**config.mk**
```make
export PLATFORM = sky130hd
export DESIGN_NAME = mfna_front_flat
export DESIGN_NICKNAME = d
export VERILOG_FILES = /design/src/rtl/mfna_pkg.sv /design/src/rtl/mfna_if.sv /design/src/rtl/mfna_front.sv /design/src/flat_wrapper.sv
export SDC_FILE = /design/constraint.sdc
export NUM_CORES = 1
export LEC_CHECK = 0
export BUFFER_PORTS_ARGS = -buffer_cell sky130_fd_sc_hd__buf_4
export CAP_MARGIN = 20
export CORE_ASPECT_RATIO = 0.5
export CORE_UTILIZATION = 53
export CTS_CLUSTER_DIAMETER = 100
export DETAILED_ROUTE_END_ITERATION = 6
export GPL_ROUTABILITY_DRIVEN = 0
export HOLD_SLACK_MARGIN = 0.12
export PLACE_DENSITY = 0.8
export SLEW_MARGIN = 30
export SYNTH_ARGS = -nofsm -noshare
export SYNTH_HDL_FRONTEND = slang
export SYNTH_SLANG_ARGS = --single-unit
```
**constraint.sdc**
```tcl
create_clock -name clk -period 12 [get_ports clk]
set_input_delay 1.2 -clock clk [delete_from_list [all_inputs] [get_ports clk]]
set_output_delay 1.2 -clock clk [all_outputs]
set_load 0.02 [all_outputs]
```
**src/rtl/mfna_pkg.sv**
```systemverilog
// ============================================================================
// mfna_pkg
// Shared types, codes and arithmetic helpers for the mirror fold block.
// ============================================================================
package mfna_pkg;

    localparam int COORD_W = 32;
    localparam int NQ      = 10;

    // Rounded quaternion products, in the order the matrix is built from them
    localparam logic [3:0] Q_L2 = 4'd0;
    localparam logic [3:0] Q_M2 = 4'd1;
    localparam logic [3:0] Q_V2 = 4'd2;
    localparam logic [3:0] Q_P2 = 4'd3;
    localparam logic [3:0] Q_LM = 4'd4;
    localparam logic [3:0] Q_VP = 4'd5;
    localparam logic [3:0] Q_VL = 4'd6;
    localparam logic [3:0] Q_MP = 4'd7;
    localparam logic [3:0] Q_MV = 4'd8;
    localparam logic [3:0] Q_LP = 4'd9;

    typedef enum logic [2:0] {
        CFG_QUAT_L,
        CFG_QUAT_M,
        CFG_QUAT_V,
        CFG_QUAT_P,
        CFG_SCALE,
        CFG_MIN_NORM
    } cfg_idx_t;

    typedef enum logic [3:0] {
        ST_IDLE,
        ST_MAT,
        ST_ROT,
        ST_SCL,
        ST_WRITE,
        ST_MEAN_GO,
        ST_MEAN_WAIT,
        ST_SQ_RD,
        ST_SQ,
        ST_SQ_END,
        ST_SQRT,
        ST_NORM,
        ST_OUT_RD,
        ST_OUT_GO,
        ST_OUT_WAIT,
        ST_EMIT
    } back_state_t;

    typedef struct packed {
        logic signed [31:0] quat_l;
        logic signed [31:0] quat_m;
        logic signed [31:0] quat_v;
        logic signed [31:0] quat_p;
        logic        [30:0] scale_factor;
        logic        [30:0] min_norm;
    } cfg_t;

    typedef struct packed {
        logic signed [31:0] orig_x;
        logic signed [31:0] orig_y;
        logic signed [31:0] orig_z;
        logic signed [31:0] mirror_x;
        logic signed [31:0] mirror_y;
        logic signed [31:0] mirror_z;
        logic               last_atom;
    } atom_t;

    typedef logic signed [34:0] qarr_t [NQ];

    function automatic logic signed [31:0] sat32(input logic signed [63:0] x);
        logic signed [31:0] r;
        if (x > 64'sd2147483647)
            r = 32'sh7fffffff;
        else if (x < -64'sd2147483648)
            r = 32'sh80000000;
        else
            r = x[31:0];
        return r;
    endfunction

    // round to nearest by 2^30, ties toward plus infinity
    function automatic logic signed [35:0] rnd30(input logic signed [65:0] x);
        logic signed [65:0] t;
        t = x + 66'sd536870912;
        return t[65:30];
    endfunction

    // entry r[i][j] of the rotation matrix, e = 3*i + j
    function automatic logic signed [31:0] mat_entry(input qarr_t q, input logic [3:0] e);
        logic signed [37:0] t;
        case (e)
            4'd0:    t = 38'(q[Q_L2]) - 38'(q[Q_M2]) - 38'(q[Q_V2]) + 38'(q[Q_P2]);
            4'd1:    t = (38'(q[Q_LM]) - 38'(q[Q_VP])) <<< 1;
            4'd2:    t = (38'(q[Q_VL]) + 38'(q[Q_MP])) <<< 1;
            4'd3:    t = (38'(q[Q_LM]) + 38'(q[Q_VP])) <<< 1;
            4'd4:    t = 38'(q[Q_M2]) - 38'(q[Q_V2]) - 38'(q[Q_L2]) + 38'(q[Q_P2]);
            4'd5:    t = (38'(q[Q_MV]) - 38'(q[Q_LP])) <<< 1;
            4'd6:    t = (38'(q[Q_VL]) - 38'(q[Q_MP])) <<< 1;
            4'd7:    t = (38'(q[Q_MV]) + 38'(q[Q_LP])) <<< 1;
            4'd8:    t = 38'(q[Q_V2]) - 38'(q[Q_L2]) - 38'(q[Q_M2]) + 38'(q[Q_P2]);
            default: t = '0;
        endcase
        return sat32(64'(t));
    endfunction

endpackage

```
**src/rtl/mfna_if.sv**
```systemverilog
// ============================================================================
// mfna_if
// Valid/ready channels for atom words and result words.
// ============================================================================
interface mfna_atom_if;
    logic               valid;
    logic               ready;
    logic signed [31:0] orig_x;
    logic signed [31:0] orig_y;
    logic signed [31:0] orig_z;
    logic signed [31:0] mirror_x;
    logic signed [31:0] mirror_y;
    logic signed [31:0] mirror_z;
    logic               last_atom;

    modport source (output valid, orig_x, orig_y, orig_z, mirror_x, mirror_y, mirror_z,
                    last_atom, input ready);
    modport sink   (input valid, orig_x, orig_y, orig_z, mirror_x, mirror_y, mirror_z,
                    last_atom, output ready);
endinterface


```
**src/rtl/mfna_front.sv**
```systemverilog
// ============================================================================
// mfna_front
// Input side: takes atom words into a two-entry queue for the back end.
// ============================================================================
module mfna_front import mfna_pkg::*; (
    input  logic  clk,
    input  logic  rst_n,
    mfna_atom_if.sink atom,
    output logic  q_valid,
    input  logic  q_ready,
    output atom_t q_item
);

    atom_t      slot_reg [2];
    logic       wr_ptr_reg;
    logic       rd_ptr_reg;
    logic [1:0] cnt_reg;
    logic       push;
    logic       pop;
    atom_t      in_word;

    assign in_word = '{orig_x: atom.orig_x, orig_y: atom.orig_y, orig_z: atom.orig_z,
                       mirror_x: atom.mirror_x, mirror_y: atom.mirror_y,
                       mirror_z: atom.mirror_z, last_atom: atom.last_atom};

    assign atom.ready = (cnt_reg != 2'd2);
    assign push       = atom.valid && atom.ready;
    assign q_valid    = (cnt_reg != 2'd0);
    assign pop        = q_valid && q_ready;
    assign q_item     = slot_reg[rd_ptr_reg];

    always_ff @(posedge clk or negedge rst_n)
    begin
        if (!rst_n)
        begin
            wr_ptr_reg <= 1'b0;
            rd_ptr_reg <= 1'b0;
            cnt_reg    <= '0;
        end
        else
        begin
            if (push)
            begin
                wr_ptr_reg <= !wr_ptr_reg;
            end
            if (pop)
            begin
                rd_ptr_reg <= !rd_ptr_reg;
            end
            cnt_reg <= cnt_reg + {1'b0, push} - {1'b0, pop};
        end
    end

    always_ff @(posedge clk)
    begin
        if (push)
        begin
            slot_reg[wr_ptr_reg] <= in_word;
        end
    end

endmodule

```
**src/flat_wrapper.sv**
```systemverilog
// flat-port wrapper written by rule: the top's interface ports become plain ports
module mfna_front_flat import mfna_pkg::*;
  (clk, rst_n, q_valid, q_ready, q_item, atom_valid, atom_orig_x, atom_orig_y, atom_orig_z, atom_mirror_x, atom_mirror_y, atom_mirror_z, atom_last_atom, atom_ready);
  mfna_atom_if atom_i ();
  input  logic clk;
  input  logic rst_n;
  output logic q_valid;
  input  logic q_ready;
  output atom_t q_item;
  input wire logic [$bits(atom_i.valid)-1:0] atom_valid;
  input wire logic [$bits(atom_i.orig_x)-1:0] atom_orig_x;
  input wire logic [$bits(atom_i.orig_y)-1:0] atom_orig_y;
  input wire logic [$bits(atom_i.orig_z)-1:0] atom_orig_z;
  input wire logic [$bits(atom_i.mirror_x)-1:0] atom_mirror_x;
  input wire logic [$bits(atom_i.mirror_y)-1:0] atom_mirror_y;
  input wire logic [$bits(atom_i.mirror_z)-1:0] atom_mirror_z;
  input wire logic [$bits(atom_i.last_atom)-1:0] atom_last_atom;
  output wire logic [$bits(atom_i.ready)-1:0] atom_ready;
  assign atom_i.valid = atom_valid;
  assign atom_i.orig_x = atom_orig_x;
  assign atom_i.orig_y = atom_orig_y;
  assign atom_i.orig_z = atom_orig_z;
  assign atom_i.mirror_x = atom_mirror_x;
  assign atom_i.mirror_y = atom_mirror_y;
  assign atom_i.mirror_z = atom_mirror_z;
  assign atom_i.last_atom = atom_last_atom;
  assign atom_ready = atom_i.ready;
  mfna_front u_core (.clk(clk), .rst_n(rst_n), .atom(atom_i), .q_valid(q_valid), .q_ready(q_ready), .q_item(q_item));
endmodule
```
==> out/summary.md, run 1 <==
- post-synthesis cell area: 14,800 µm²
- critical setup path kind: register to output pin
- worst reg2reg path startpoint: u_core.cnt_reg[1]
- run status: completed
- Reg clk slew, reported paths: 0.06 ns
- relative contribution of combinational cells to total power: 0.380
- number of flip-flops and latches in the synthesized netlist: 390
- setup repair after global routing missed its margin: false
- worst slew pin tran: 0.9525 ns
- Initial Util: 0.5501
- final worst path period need: 4.396 ns
- Setup crit end kind: output pin
- detailed placement HPWL: 20,590 µm
- switching power total: 1.555 mW
- pin count of the biggest net entering global routing: 82
- final setup vio count: 0
- number of buffers between clock root and the deepest sink: 3
- P per Cell Area: 255.7 nW/µm²
- Pins Over Slew Limit: 0
- total overflow reported by the global router: 0
- number of rows in the core area: 42
- routed length per placed instance: 21.18 µm
- drt first-iter violations: 401
- Min-Delay Path Class: input port to async pin
- via density per instance: 5.006
- fraction of post-synthesis cell area in the top cell type by area: 0.7831
- vias post-DR: 7,169
- relative contribution of the clock network to total power: 0.215
- 1st-pass router iterations: 4
- worst max-slew margin expressed relative to the limit: 0.3650
- # port buffers: 391
- post-synth top area cell: sky130_fd_sc_hd__edfxtp_1
- Ys Warns: 0
- net count of the mapped netlist: 819
- Die Area: 28,640 µm²
- number of global-route vias before repair: 7,551
- fill cell total of the finished layout: 1,699
- post-route antenna net violation count: 0
- internal power contribution: 3.340 mW
- worst-case setup margin in the final layout: 7.604 ns
- ratio of cells with drive above 1 in the final layout: 0.6085
- area growth from synthesis to layout: 29.32%
- required time at the endpoint of the critical path: 10.80 ns
- final net count: 1,232
- height of the die: 120.2 µm
- sequential power share: 0.405
- worst vdd ir: 0.1428 mV
- sum of negative setup slack: 0 ns
- most used standard cell by instance count after synthesis: sky130_fd_sc_hd__edfxtp_1
- reported leakage power: 7.580 nW
- Hold Violations, Final: 0
- die width: 238.3 µm
- fraction of power spent switching nets: 0.3177
- mean instance size in the synthesized netlist: 23.87 µm²
- highest-delay cell along the critical path: sky130_fd_sc_hd__dfrtp_4
- post-route fraction of the period consumed by the critical path: 0.3663
- number of H-tree levels: 2
- first-pass GRT wire length: 43,800 µm
- worst setup timing slack at the placement stage: 8.149 ns
- DRC violations left: 0
- number of max-cap violations: 0
- placeable core region: 26,910 µm²
- overall global routing resource usage: 0.2088
- cell types occupying the most area after synthesis: sky130_fd_sc_hd__edfxtp_1 78%, sky130_fd_sc_hd__mux2_4 16%, sky130_fd_sc_hd__mux2_2 2.5%
- number of sinks on the clock net: 390
- Largest stage delay, worst path: 1.01 ns
- most common library cells after synthesis: 386 x sky130_fd_sc_hd__edfxtp_1, 160 x sky130_fd_sc_hd__mux2_4, 33 x sky130_fd_sc_hd__mux2_2
- number of setup buffers added after CTS: 0
- number of instances resized during post-cts repair: 0
- flip-flop count of the largest register, all copies and words added: 386
- most used flip-flop cell after synthesis: sky130_fd_sc_hd__edfxtp_1
- number of buffers added by the clock tree synthesis step: 35
- number of antenna violations at the first check in global routing: 3
- Root Buffer Master: sky130_fd_sc_hd__clkbuf_16
- CTS tree: built
- insertion delay of the later-clocked pin in the worst-skew pair: 0.52 ns
- ports placed on the boundary: 392
- Total Wirelength: 30,330 µm
- Startpoint Class: register
- count of cell types in the netlist: 17
- proportion of register bits with asynchronous set or reset after synthesis: 0.01026
- maximum clock frequency: 0.2275 GHz
- Max FO, Critical Path: 76
- cell breakdown of the critical path: buf_12 > buf_16 > mux2_2 > buf_4
- # hold bufs at CTS: 0
- WHS: 0.4772 ns
- number of flops mapped to enable cells by yosys: 386
- overall power: 4.894 mW
- post-synthesis sequential area ratio: 0.7899
- start point of the critical path: u_core.rd_ptr_reg
- Synth Instances: 620
- core utilization of the finished layout: 0.7114
- clock skew: 0.009875 ns
- arrival time reported for the critical path endpoint: 3.20 ns
-- layout make-up --
| cell class | count | area (µm²) | share of cell area |
|---|---|---|---|
| diodes | 3 | 7.507 | 0.0003922 |
| clock buffers | 45 | 955.9 | 0.04994 |
| clock inverters | 14 | 96.34 | 0.005033 |
| inverters | 3 | 11.26 | 0.0005883 |
| multi-input cells | 205 | 2879 | 0.1504 |
| flip-flops and latches | 390 | 11700 | 0.6110 |
| well taps | 374 | 467.9 | 0.02445 |
| repair buffers | 398 | 3028 | 0.1582 |
-- power by group through the flow --
stage | logic, mW | registers (mW) | clock network [mW]
floorplan | 1.27 | 2.03 | 0
global placement | 1.85 | 1.99 | 0
detailed placement | 1.87 | 2.01 | 0
CTS | 1.88 | 1.99 | 1.07
global route | 1.94 | 2.01 | 1.13
finish | 1.86 | 1.98 | 1.05
-- routing by layer --
layer  global-route usage  vias up  routed length, µm
met2               0.3714      184              16460
li1                     -     3294                  -
met1               0.2388     3606              11340
met4               0.1158        0               1389
met3              0.04247       85               1139
met5                    0        -                  0
-- stage by stage --
stage	std cells	instance area, µm²
finish	1432	19140
global route	1432	19140
CTS	1429	19130
detailed placement	1370	18080
global placement	1369	18050
floorplan	620	14800
-- cells in the final DEF, fill, tap and decap left out, types with 2 or more instances in the layout --
| cell type | netlist | layout |
|---|---|---|
| sky130_fd_sc_hd__clkbuf_16 | 0 | 37 |
| sky130_fd_sc_hd__xnor2_1 | 3 | 3 |
| sky130_fd_sc_hd__buf_6 | 18 | 2 |
| sky130_fd_sc_hd__mux2_4 | 160 | 160 |
| sky130_fd_sc_hd__clkbuf_1 | 0 | 8 |
| sky130_fd_sc_hd__diode_2 | 0 | 3 |
| sky130_fd_sc_hd__edfxtp_1 | 386 | 386 |
| sky130_fd_sc_hd__dfrtp_1 | 4 | 3 |
| sky130_fd_sc_hd__clkinv_2 | 0 | 7 |
| sky130_fd_sc_hd__inv_1 | 3 | 3 |
| sky130_fd_sc_hd__buf_4 | 0 | 394 |
| sky130_fd_sc_hd__ha_1 | 2 | 2 |
| sky130_fd_sc_hd__clkinv_1 | 0 | 4 |
| sky130_fd_sc_hd__mux2_2 | 33 | 33 |
-- worst max-delay path: cells and delay by family (launching register included) --
| kind | cells | cell delay (ns) |
|---|---|---|
| multiplexers | 1 | 0.40 |
| buffers and inverters | 3 | 1.13 |
| flip-flops | 1 | 1.01 |
-- cells by family after synthesis --
kind of cell / Yosys count / synth area share
xor gates and xnor gates: 4 / 0.002367
adders and majority gates: 2 / 0.001690
buffers and inverters: 25 / 0.01648
DFF: 390 / 0.7899
muxes: 193 / 0.1874
and+or+nand+nor: 6 / 0.002198
-- path summary, 6_finish.rpt --
kind                       depth (start not counted)  slack, ns                      to
max in group asynchronous                          1      11.40       u_core.rd_ptr_reg
min in group clk                                   1       0.53       u_core.cnt_reg[1]
hold reg to reg                                    1       0.53       u_core.cnt_reg[1]
setup / recovery                                   4       7.60              q_item[21]
hold / removal                                     1       0.48       u_core.wr_ptr_reg
setup reg to reg                                   5       9.48  u_core.slot_reg[0][77]
(Power assumes the default switching activity.)
==> run 2, diff against run 1 <==
==> constraint.sdc (replaced) <==
create_clock -name clk -period 4.4 [get_ports clk]
set_input_delay 0.44 -clock clk [delete_from_list [all_inputs] [get_ports clk]]
set_output_delay 0.44 -clock clk [all_outputs]
set_load 0.02 [all_outputs]
==> run 2 against run 1 <==
Sequential power grew to 2.7 times the previous value. Sequential share of layout area shrank 5.9 points. Flip-flop and latch count is the same. Cell count grew 14%. Total power grew to 2.8 times the previous value. Via count grew 13%. First-iteration DRC count grew 4.5%. Hold slack lost 0.20 ns. Die area is the same.
==> out/summary.md, run 2 (same netlist as run 1, synthesis figures left out) <==
- sum of negative setup slack: 0 ns, unchanged
- most common cell after layout, fill and taps aside: sky130_fd_sc_hd__buf_4, unchanged
- CTS tree: built, unchanged
- instance count after placement with tap cells included: 1,370, unchanged
- arrival time reported for the critical path endpoint: 2.64 ns, was 3.20 ns
- flip-flop count of the largest register, all copies and words added: 386, unchanged
- WHS: 0.2741 ns, was 0.4772 ns
- met2 track utilization from global routing: 0.4619, was 0.3714
- setup repair after global routing missed its margin: false, unchanged
- P per Cell Area: 648.5 nW/µm², was 255.7 nW/µm²
- worst vdd ir: 0.5265 mV, was 0.1428 mV
- post-route antenna net violation count: 0, unchanged
- Reg clk slew, reported paths: 0.06 ns, about the same
- final net count: 1,426, was 1,232
- Initial Util: 0.5501, unchanged
- core utilization of the finished layout: 0.7869, was 0.7114
- height of the die: 120.2 µm, unchanged
- final setup vio count: 0, unchanged
- reported leakage power: 8.417 nW, was 7.580 nW
- # port buffers: 391, unchanged
- number of setup buffers added after CTS: 0, unchanged
- number of global-route vias before repair: 9,093, was 7,551
- overall power: 13.73 mW, was 4.894 mW
- DRC violations left: 0, unchanged
- number of sinks on the clock net: 390, unchanged
- critical setup path kind: register to output pin, unchanged
- number of instances resized during post-cts repair: 0, unchanged
- grt peak-use layer: met2, unchanged
- met1 layer usage reported by global route: 0.2517, was 0.2388
- pin count of the biggest net entering global routing: 115, was 82
- run status: completed, unchanged
- Setup crit end kind: output pin, unchanged
- number of H-tree levels: 2, unchanged
- worst max-slew margin expressed relative to the limit: 0.4480, was 0.3650
- Root Buffer Master: sky130_fd_sc_hd__clkbuf_16, unchanged
- fin cells: 1,628, was 1,432
- required time at the endpoint of the critical path: 3.96 ns, was 10.80 ns
- GR met3 Demand/Resource: 0.04795, was 0.04247
- routed length per placed instance: 21.35 µm, was 21.18 µm
- area growth from synthesis to layout: 43.03%, was 29.32%
- 1st-pass router iterations: 4, unchanged
- Pins Over Slew Limit: 0, unchanged
- placeable core region: 26,910 µm², unchanged
- Min-Delay Path Class: input port to register, was input port to async pin
- final worst path period need: 3.078 ns
- clock skew: 0.007662 ns, was 0.009875 ns
- overall global routing resource usage: 0.2402, was 0.2088
- Hold Violations, Final: 0, unchanged
- total overflow reported by the global router: 0, unchanged
- # hold bufs at CTS: 194, was 0
- vias post-DR: 8,099, was 7,169
- number of antenna violations at the first check in global routing: 3, unchanged
- Startpoint Class: register, unchanged
- die width: 238.3 µm, unchanged
- Die Area: 28,640 µm², unchanged
- number of buffers between clock root and the deepest sink: 3, unchanged
- number of max-cap violations: 0, unchanged
- worst slew pin tran: 0.8280 ns, was 0.9525 ns
- Max FO, Critical Path: 67, was 76
- detailed placement HPWL: 20,070 µm, was 20,590 µm
- number of rows in the core area: 42, unchanged
- maximum clock frequency: 0.3249 GHz
- insertion delay of the later-clocked pin in the worst-skew pair: 0.52 ns, about the same
- post-route fraction of the period consumed by the critical path: 0.6995
- Total Wirelength: 34,760 µm, was 30,330 µm
- drt first-iter violations: 419, was 401
- fill cell total of the finished layout: 1,428, was 1,699
- ports placed on the boundary: 392, unchanged
- highest-count cells in the layout ignoring fill and taps: 391 x sky130_fd_sc_hd__buf_4, 386 x sky130_fd_sc_hd__edfxtp_1, 194 x sky130_fd_sc_hd__dlygate4sd3_1, was 394 x sky130_fd_sc_hd__buf_4, 386 x sky130_fd_sc_hd__edfxtp_1, 160 x sky130_fd_sc_hd__mux2_4
- via density per instance: 4.975, was 5.006
- first-pass GRT wire length: 51,120 µm, was 43,800 µm
- number of buffers added by the clock tree synthesis step: 34, was 35
- ratio of cells with drive above 1 in the final layout: 0.5124, was 0.6085
[run 2: cell types whose count changed in the layout (fill, tap and decap cells not counted), sizes merged]
cell / delta
dlygate4sd3: +194
bufinv: +1
buf: +1
clkbuf: +5
clkinv: -5
[run 2: through the flow]
step                setup WS [ns]  instance area [µm²]
finish                      1.322                21170
global route                1.228                21170
CTS                         1.327                21140
detailed placement          1.888                18120
global placement            1.910                18120
floorplan                  0.3251                14810
[run 2: metal layers]
metal  routed length (µm)  part of all wire
met4                 1526             0.044
met3                 1286             0.037
met1                12310              0.35
met2                19640              0.57
met5                    0                 0
[run 2: cell type report]
| type | count | area [µm²] | area share |
|---|---|---|---|
| tap | 374 | 467.9 | 0.02210 |
| multi-input combinational | 205 | 2879 | 0.1360 |
| timing repair buffer | 593 | 5036 | 0.2379 |
| clock buffer | 50 | 974.7 | 0.04604 |
| sequential | 390 | 11700 | 0.5524 |
| inverter | 3 | 11.26 | 0.0005319 |
| antenna | 3 | 7.507 | 0.0003546 |
| clock inverter | 10 | 100.1 | 0.004728 |
[run 2: worst paths after layout]
path                       depth (start not counted)                endpoint               from  slack [ns]
setup / recovery                                   3              q_item[13]  u_core.rd_ptr_reg        1.32
hold / removal                                     3       u_core.rd_ptr_reg            q_ready        0.27
setup reg to reg                                   4  u_core.slot_reg[1][67]  u_core.cnt_reg[1]        2.27
hold reg to reg                                    1       u_core.cnt_reg[1]  u_core.cnt_reg[1]        0.51
max in group asynchronous                          2       u_core.rd_ptr_reg              rst_n        3.97
min in group asynchronous                          2       u_core.cnt_reg[1]              rst_n        0.31
[run 2: power by group]
group / switching (mW) / internal (mW) / leakage, nW
clock: 1.30 / 1.66 / 0.522
combinational: 2.77 / 2.58 / 4.26
sequential: 0.332 / 5.08 / 3.63
total: 4.41 / 9.32 / 8.42
[run 2: worst max-delay path, stage by stage (launching register included)]
cell	delay (ns)
sky130_fd_sc_hd__dfrtp_4	0.97
sky130_fd_sc_hd__buf_12	0.48
sky130_fd_sc_hd__mux2_2	0.41
sky130_fd_sc_hd__buf_4	0.16
==> run 3, diff against run 2 <==
--- a/config.mk
+++ b/config.mk
@@ -5,15 +5,16 @@
 export SDC_FILE = /design/constraint.sdc
 export NUM_CORES = 1
 export LEC_CHECK = 0
+export ABC_AREA = 1
 export BUFFER_PORTS_ARGS = -buffer_cell sky130_fd_sc_hd__buf_4
 export CAP_MARGIN = 20
 export CORE_ASPECT_RATIO = 0.5
-export CORE_UTILIZATION = 53
+export CORE_UTILIZATION = 47
 export CTS_CLUSTER_DIAMETER = 100
 export DETAILED_ROUTE_END_ITERATION = 6
 export GPL_ROUTABILITY_DRIVEN = 0
 export HOLD_SLACK_MARGIN = 0.12
-export PLACE_DENSITY = 0.8
+export PLACE_DENSITY = 0.76
 export SLEW_MARGIN = 30
 export SYNTH_ARGS = -nofsm -noshare
 export SYNTH_HDL_FRONTEND = slang
==> constraint.sdc (replaced) <==
create_clock -name clk -period 2.7 [get_ports clk]
set_input_delay 0.27 -clock clk [delete_from_list [all_inputs] [get_ports clk]]
set_output_delay 0.27 -clock clk [all_outputs]
set_load 0.02 [all_outputs]
==> run 3 against run 2 <==
The flow now finishes with violations (DRC). Highest routed layer unchanged. Cell area down 2.3%. Clock skew up 0.0087 ns. Die area up 9.1%. Global-route usage down 0.57 points. Critical endpoint is now q_item[21]. Wire length up 6.3%. Synthesized area down 3.2%. Via count up 24%. Synthesized cell count up 68%. Non-clock buffer count up 9.
==> out/summary.md, run 3 <==
- DRC violations left: 2, was 0
- Reg clk slew, reported paths: 0.07 ns, was 0.06 ns
- final worst path period need: 2.520 ns
- Pins Over Slew Limit: 0, unchanged
- Total Wirelength: 36,960 µm, was 34,760 µm
- reported leakage power: 8.775 nW, was 8.417 nW
- dpl cell area: 17,670 µm², was 18,120 µm²
- cell types occupying the most area after synthesis: sky130_fd_sc_hd__edfxtp_1 81%, sky130_fd_sc_hd__nand2_1 16%, sky130_fd_sc_hd__buf_6 1.4%, was sky130_fd_sc_hd__edfxtp_1 78%, sky130_fd_sc_hd__mux2_4 16%, sky130_fd_sc_hd__mux2_2 2.5%
- run status: complete, but fails checks, was completed
- most common library cells after synthesis: 592 x sky130_fd_sc_hd__nand2_1, 386 x sky130_fd_sc_hd__edfxtp_1, 21 x sky130_fd_sc_hd__buf_2, was 386 x sky130_fd_sc_hd__edfxtp_1, 160 x sky130_fd_sc_hd__mux2_4, 33 x sky130_fd_sc_hd__mux2_2
- most used flip-flop cell after synthesis: sky130_fd_sc_hd__edfxtp_1, unchanged
- net count of the mapped netlist: 1,240, was 819
- highest-count cells in the layout ignoring fill and taps: 590 x sky130_fd_sc_hd__nand2_1, 397 x sky130_fd_sc_hd__buf_4, 386 x sky130_fd_sc_hd__edfxtp_1, was 391 x sky130_fd_sc_hd__buf_4, 386 x sky130_fd_sc_hd__edfxtp_1, 194 x sky130_fd_sc_hd__dlygate4sd3_1
- fill cell total of the finished layout: 1,873, was 1,428
- number of max-cap violations: 0, unchanged
- Max FO, Critical Path: 64, was 67
- detailed placement HPWL: 22,890 µm, was 20,070 µm
- required time at the endpoint of the critical path: 2.43 ns, was 3.96 ns
- number of rows in the core area: 44, was 42
- mean instance size in the synthesized netlist: 13.77 µm², was 23.87 µm²
- critical setup path kind: register to output pin, unchanged
- Hold Violations, Final: 0, unchanged
- area used by sequential logic in the layout: 11,700 µm², unchanged
- via density per instance: 4.892, was 4.975
- ports placed on the boundary: 392, unchanged
- Ys Warns: 0, unchanged
- overall global routing resource usage: 0.2345, was 0.2402
- first-pass GRT wire length: 56,030 µm, was 51,120 µm
- placeable core region: 29,510 µm², was 26,910 µm²
- post-route antenna net violation count: 0, unchanged
- total overflow reported by the global router: 0, unchanged
- area growth from synthesis to layout: 44.30%, was 43.03%
- arrival time reported for the critical path endpoint: 2.25 ns, was 2.64 ns
- final setup vio count: 0, unchanged
- die width: 249.0 µm, was 238.3 µm
- ratio of cells with drive above 1 in the final layout: 0.2758, was 0.5124
- Die Area: 31,240 µm², was 28,640 µm²
- violations in the final reports: DRC
- Initial Util: 0.4858, was 0.5501
- # hold bufs at CTS: 197, was 194
- Setup crit end kind: output pin, unchanged
- vias post-DR: 10,030, was 8,099
- number of buffers between clock root and the deepest sink: 3, unchanged
- post-synthesis cell area: 14,330 µm², was 14,800 µm²
- number of flip-flops and latches in the synthesized netlist: 390, unchanged
- Synth Instances: 1,041, was 620
- worst vdd ir: 0.5854 mV, was 0.5265 mV
- most common cell after layout, fill and taps aside: sky130_fd_sc_hd__nand2_1, was sky130_fd_sc_hd__buf_4
- most used standard cell by instance count after synthesis: sky130_fd_sc_hd__nand2_1, was sky130_fd_sc_hd__edfxtp_1
- Startpoint Class: register, unchanged
- cell area after layout: 20,690 µm², was 21,170 µm²
- post-synthesis sequential area ratio: 0.8156, was 0.7899
- post-route fraction of the period consumed by the critical path: 0.9333
- clock skew: 0.01635 ns, was 0.007662 ns
- worst slew pin tran: 0.6250 ns, was 0.8280 ns
- routed length per placed instance: 18.03 µm, was 21.35 µm
- fraction of post-synthesis cell area in the top cell type by area: 0.8086, was 0.7831
- number of buffers added by the clock tree synthesis step: 35, was 34
- number of H-tree levels: 2, unchanged
- final net count: 1,836, was 1,426
- flip-flop count of the largest register, all copies and words added: 386, unchanged
- post-synth top area cell: sky130_fd_sc_hd__edfxtp_1, unchanged
- number of global-route vias before repair: 10,540, was 9,093
- count of cell types in the netlist: 11, was 17
- pin count of the biggest net entering global routing: 113, was 115
- 1st-pass router iterations: 7, was 4
- number of antenna violations at the first check in global routing: 2, was 3
- number of flops mapped to enable cells by yosys: 386, unchanged
- number of sinks on the clock net: 390, unchanged
- multi-input gate area in the final layout: 2301 µm², was 2879 µm²
- Root Buffer Master: sky130_fd_sc_hd__clkbuf_16, unchanged
- # port buffers: 391, unchanged
- drt first-iter violations: 669, was 419
- worst max-slew margin expressed relative to the limit: 0.5833, was 0.4480
- number of setup buffers added after CTS: 0, unchanged
- insertion delay of the later-clocked pin in the worst-skew pair: 0.52 ns, about the same
- maximum clock frequency: 0.3968 GHz
- CTS tree: built, unchanged
- P per Cell Area: 1075 nW/µm², was 648.5 nW/µm²
- overall power: 22.23 mW, was 13.73 mW
- Min-Delay Path Class: input port to register, unchanged
- height of the die: 125.5 µm, was 120.2 µm
- proportion of register bits with asynchronous set or reset after synthesis: 0.01026, unchanged
- setup repair after global routing missed its margin: false, unchanged
- number of instances resized during post-cts repair: 0, unchanged
==> run 3: through the flow <==
| step | hold slack [ns] | setup TNS [ns] | util | std cells | worst slack [ns] |
|---|---|---|---|---|---|
| global placement | 0.06753 | 0 | 0.5989 | 1794 | 0.7361 |
| floorplan | -0.02559 | -453.10 | - | 1041 | -1.175 |
| global route | 0.4533 | 0 | 0.7010 | 2050 | 0.04583 |
| CTS | 0.4547 | 0 | 0.7009 | 2048 | 0.1286 |
| finish | 0.4809 | 0 | 0.7010 | 2050 | 0.1800 |
| detailed placement | 0.06987 | 0 | 0.5989 | 1794 | 0.6831 |
==> run 3: layout make-up <==
type | instances | share of cell area
Inverter | 10 | 0.002238
Antenna cell | 2 | 0.0002419
Timing Repair Buffer | 602 | 0.2471
Sequential cell | 390 | 0.5654
Tap cell | 391 | 0.02365
Clock buffer | 42 | 0.04567
Clock inverter | 15 | 0.004476
Multi-Input combinational cell | 598 | 0.1112
==> run 3: worst max-delay path, cell delays in order (launching register included) <==
cell,delay [ns]
sky130_fd_sc_hd__dfrtp_4,0.62
sky130_fd_sc_hd__inv_6,0.35
sky130_fd_sc_hd__buf_12,0.32
sky130_fd_sc_hd__nand2_1,0.13
sky130_fd_sc_hd__nand2_1,0.10
sky130_fd_sc_hd__buf_4,0.14
==> run 3: metal layers <==
| layer | track usage | part of all wire | vias to the layer above |
|---|---|---|---|
| li1 | - | - | 4700 |
| met1 | 0.2652 | 0.36 | 4876 |
| met2 | 0.4259 | 0.54 | 331 |
| met3 | 0.03852 | 0.041 | 121 |
| met4 | 0.1323 | 0.054 | 0 |
| met5 | 0 | 0 | - |
==> run 3: path summary, 6_finish.rpt <==
kind / endpoint / startpoint / cells past startpoint / slack, ns
setup / recovery: q_item[21] / u_core.rd_ptr_reg / 5 / 0.18
hold / removal: u_core.slot_reg[1][70] / atom_mirror_x[5] / 2 / 0.48
setup reg to reg: u_core.slot_reg[1][69] / u_core.cnt_reg[1] / 4 / 1.08
hold reg to reg: u_core.wr_ptr_reg / u_core.wr_ptr_reg / 2 / 0.53
max in group asynchronous: u_core.rd_ptr_reg / rst_n / 3 / 1.81
min in group asynchronous: u_core.rd_ptr_reg / rst_n / 3 / 0.70
==> run 3: cell families (layout without fill, tap and decap cells) <==
group / count (synthesis) / count (layout) / synth area share
simple gates: 596 / 596 / 0.1563
flops: 390 / 390 / 0.8156
buf+inv: 53 / 669 / 0.02636
fa+ha+maj: 2 / 2 / 0.001745
other cells: 0 / 2 / 0
==> run 3: power by group <==
| group | switching (mW) | internal (mW) |
|---|---|---|
| logic | 5.80 | 3.13 |
| clock network | 2.08 | 2.58 |
| registers | 0.398 | 8.24 |
| total | 8.28 | 14.0 |
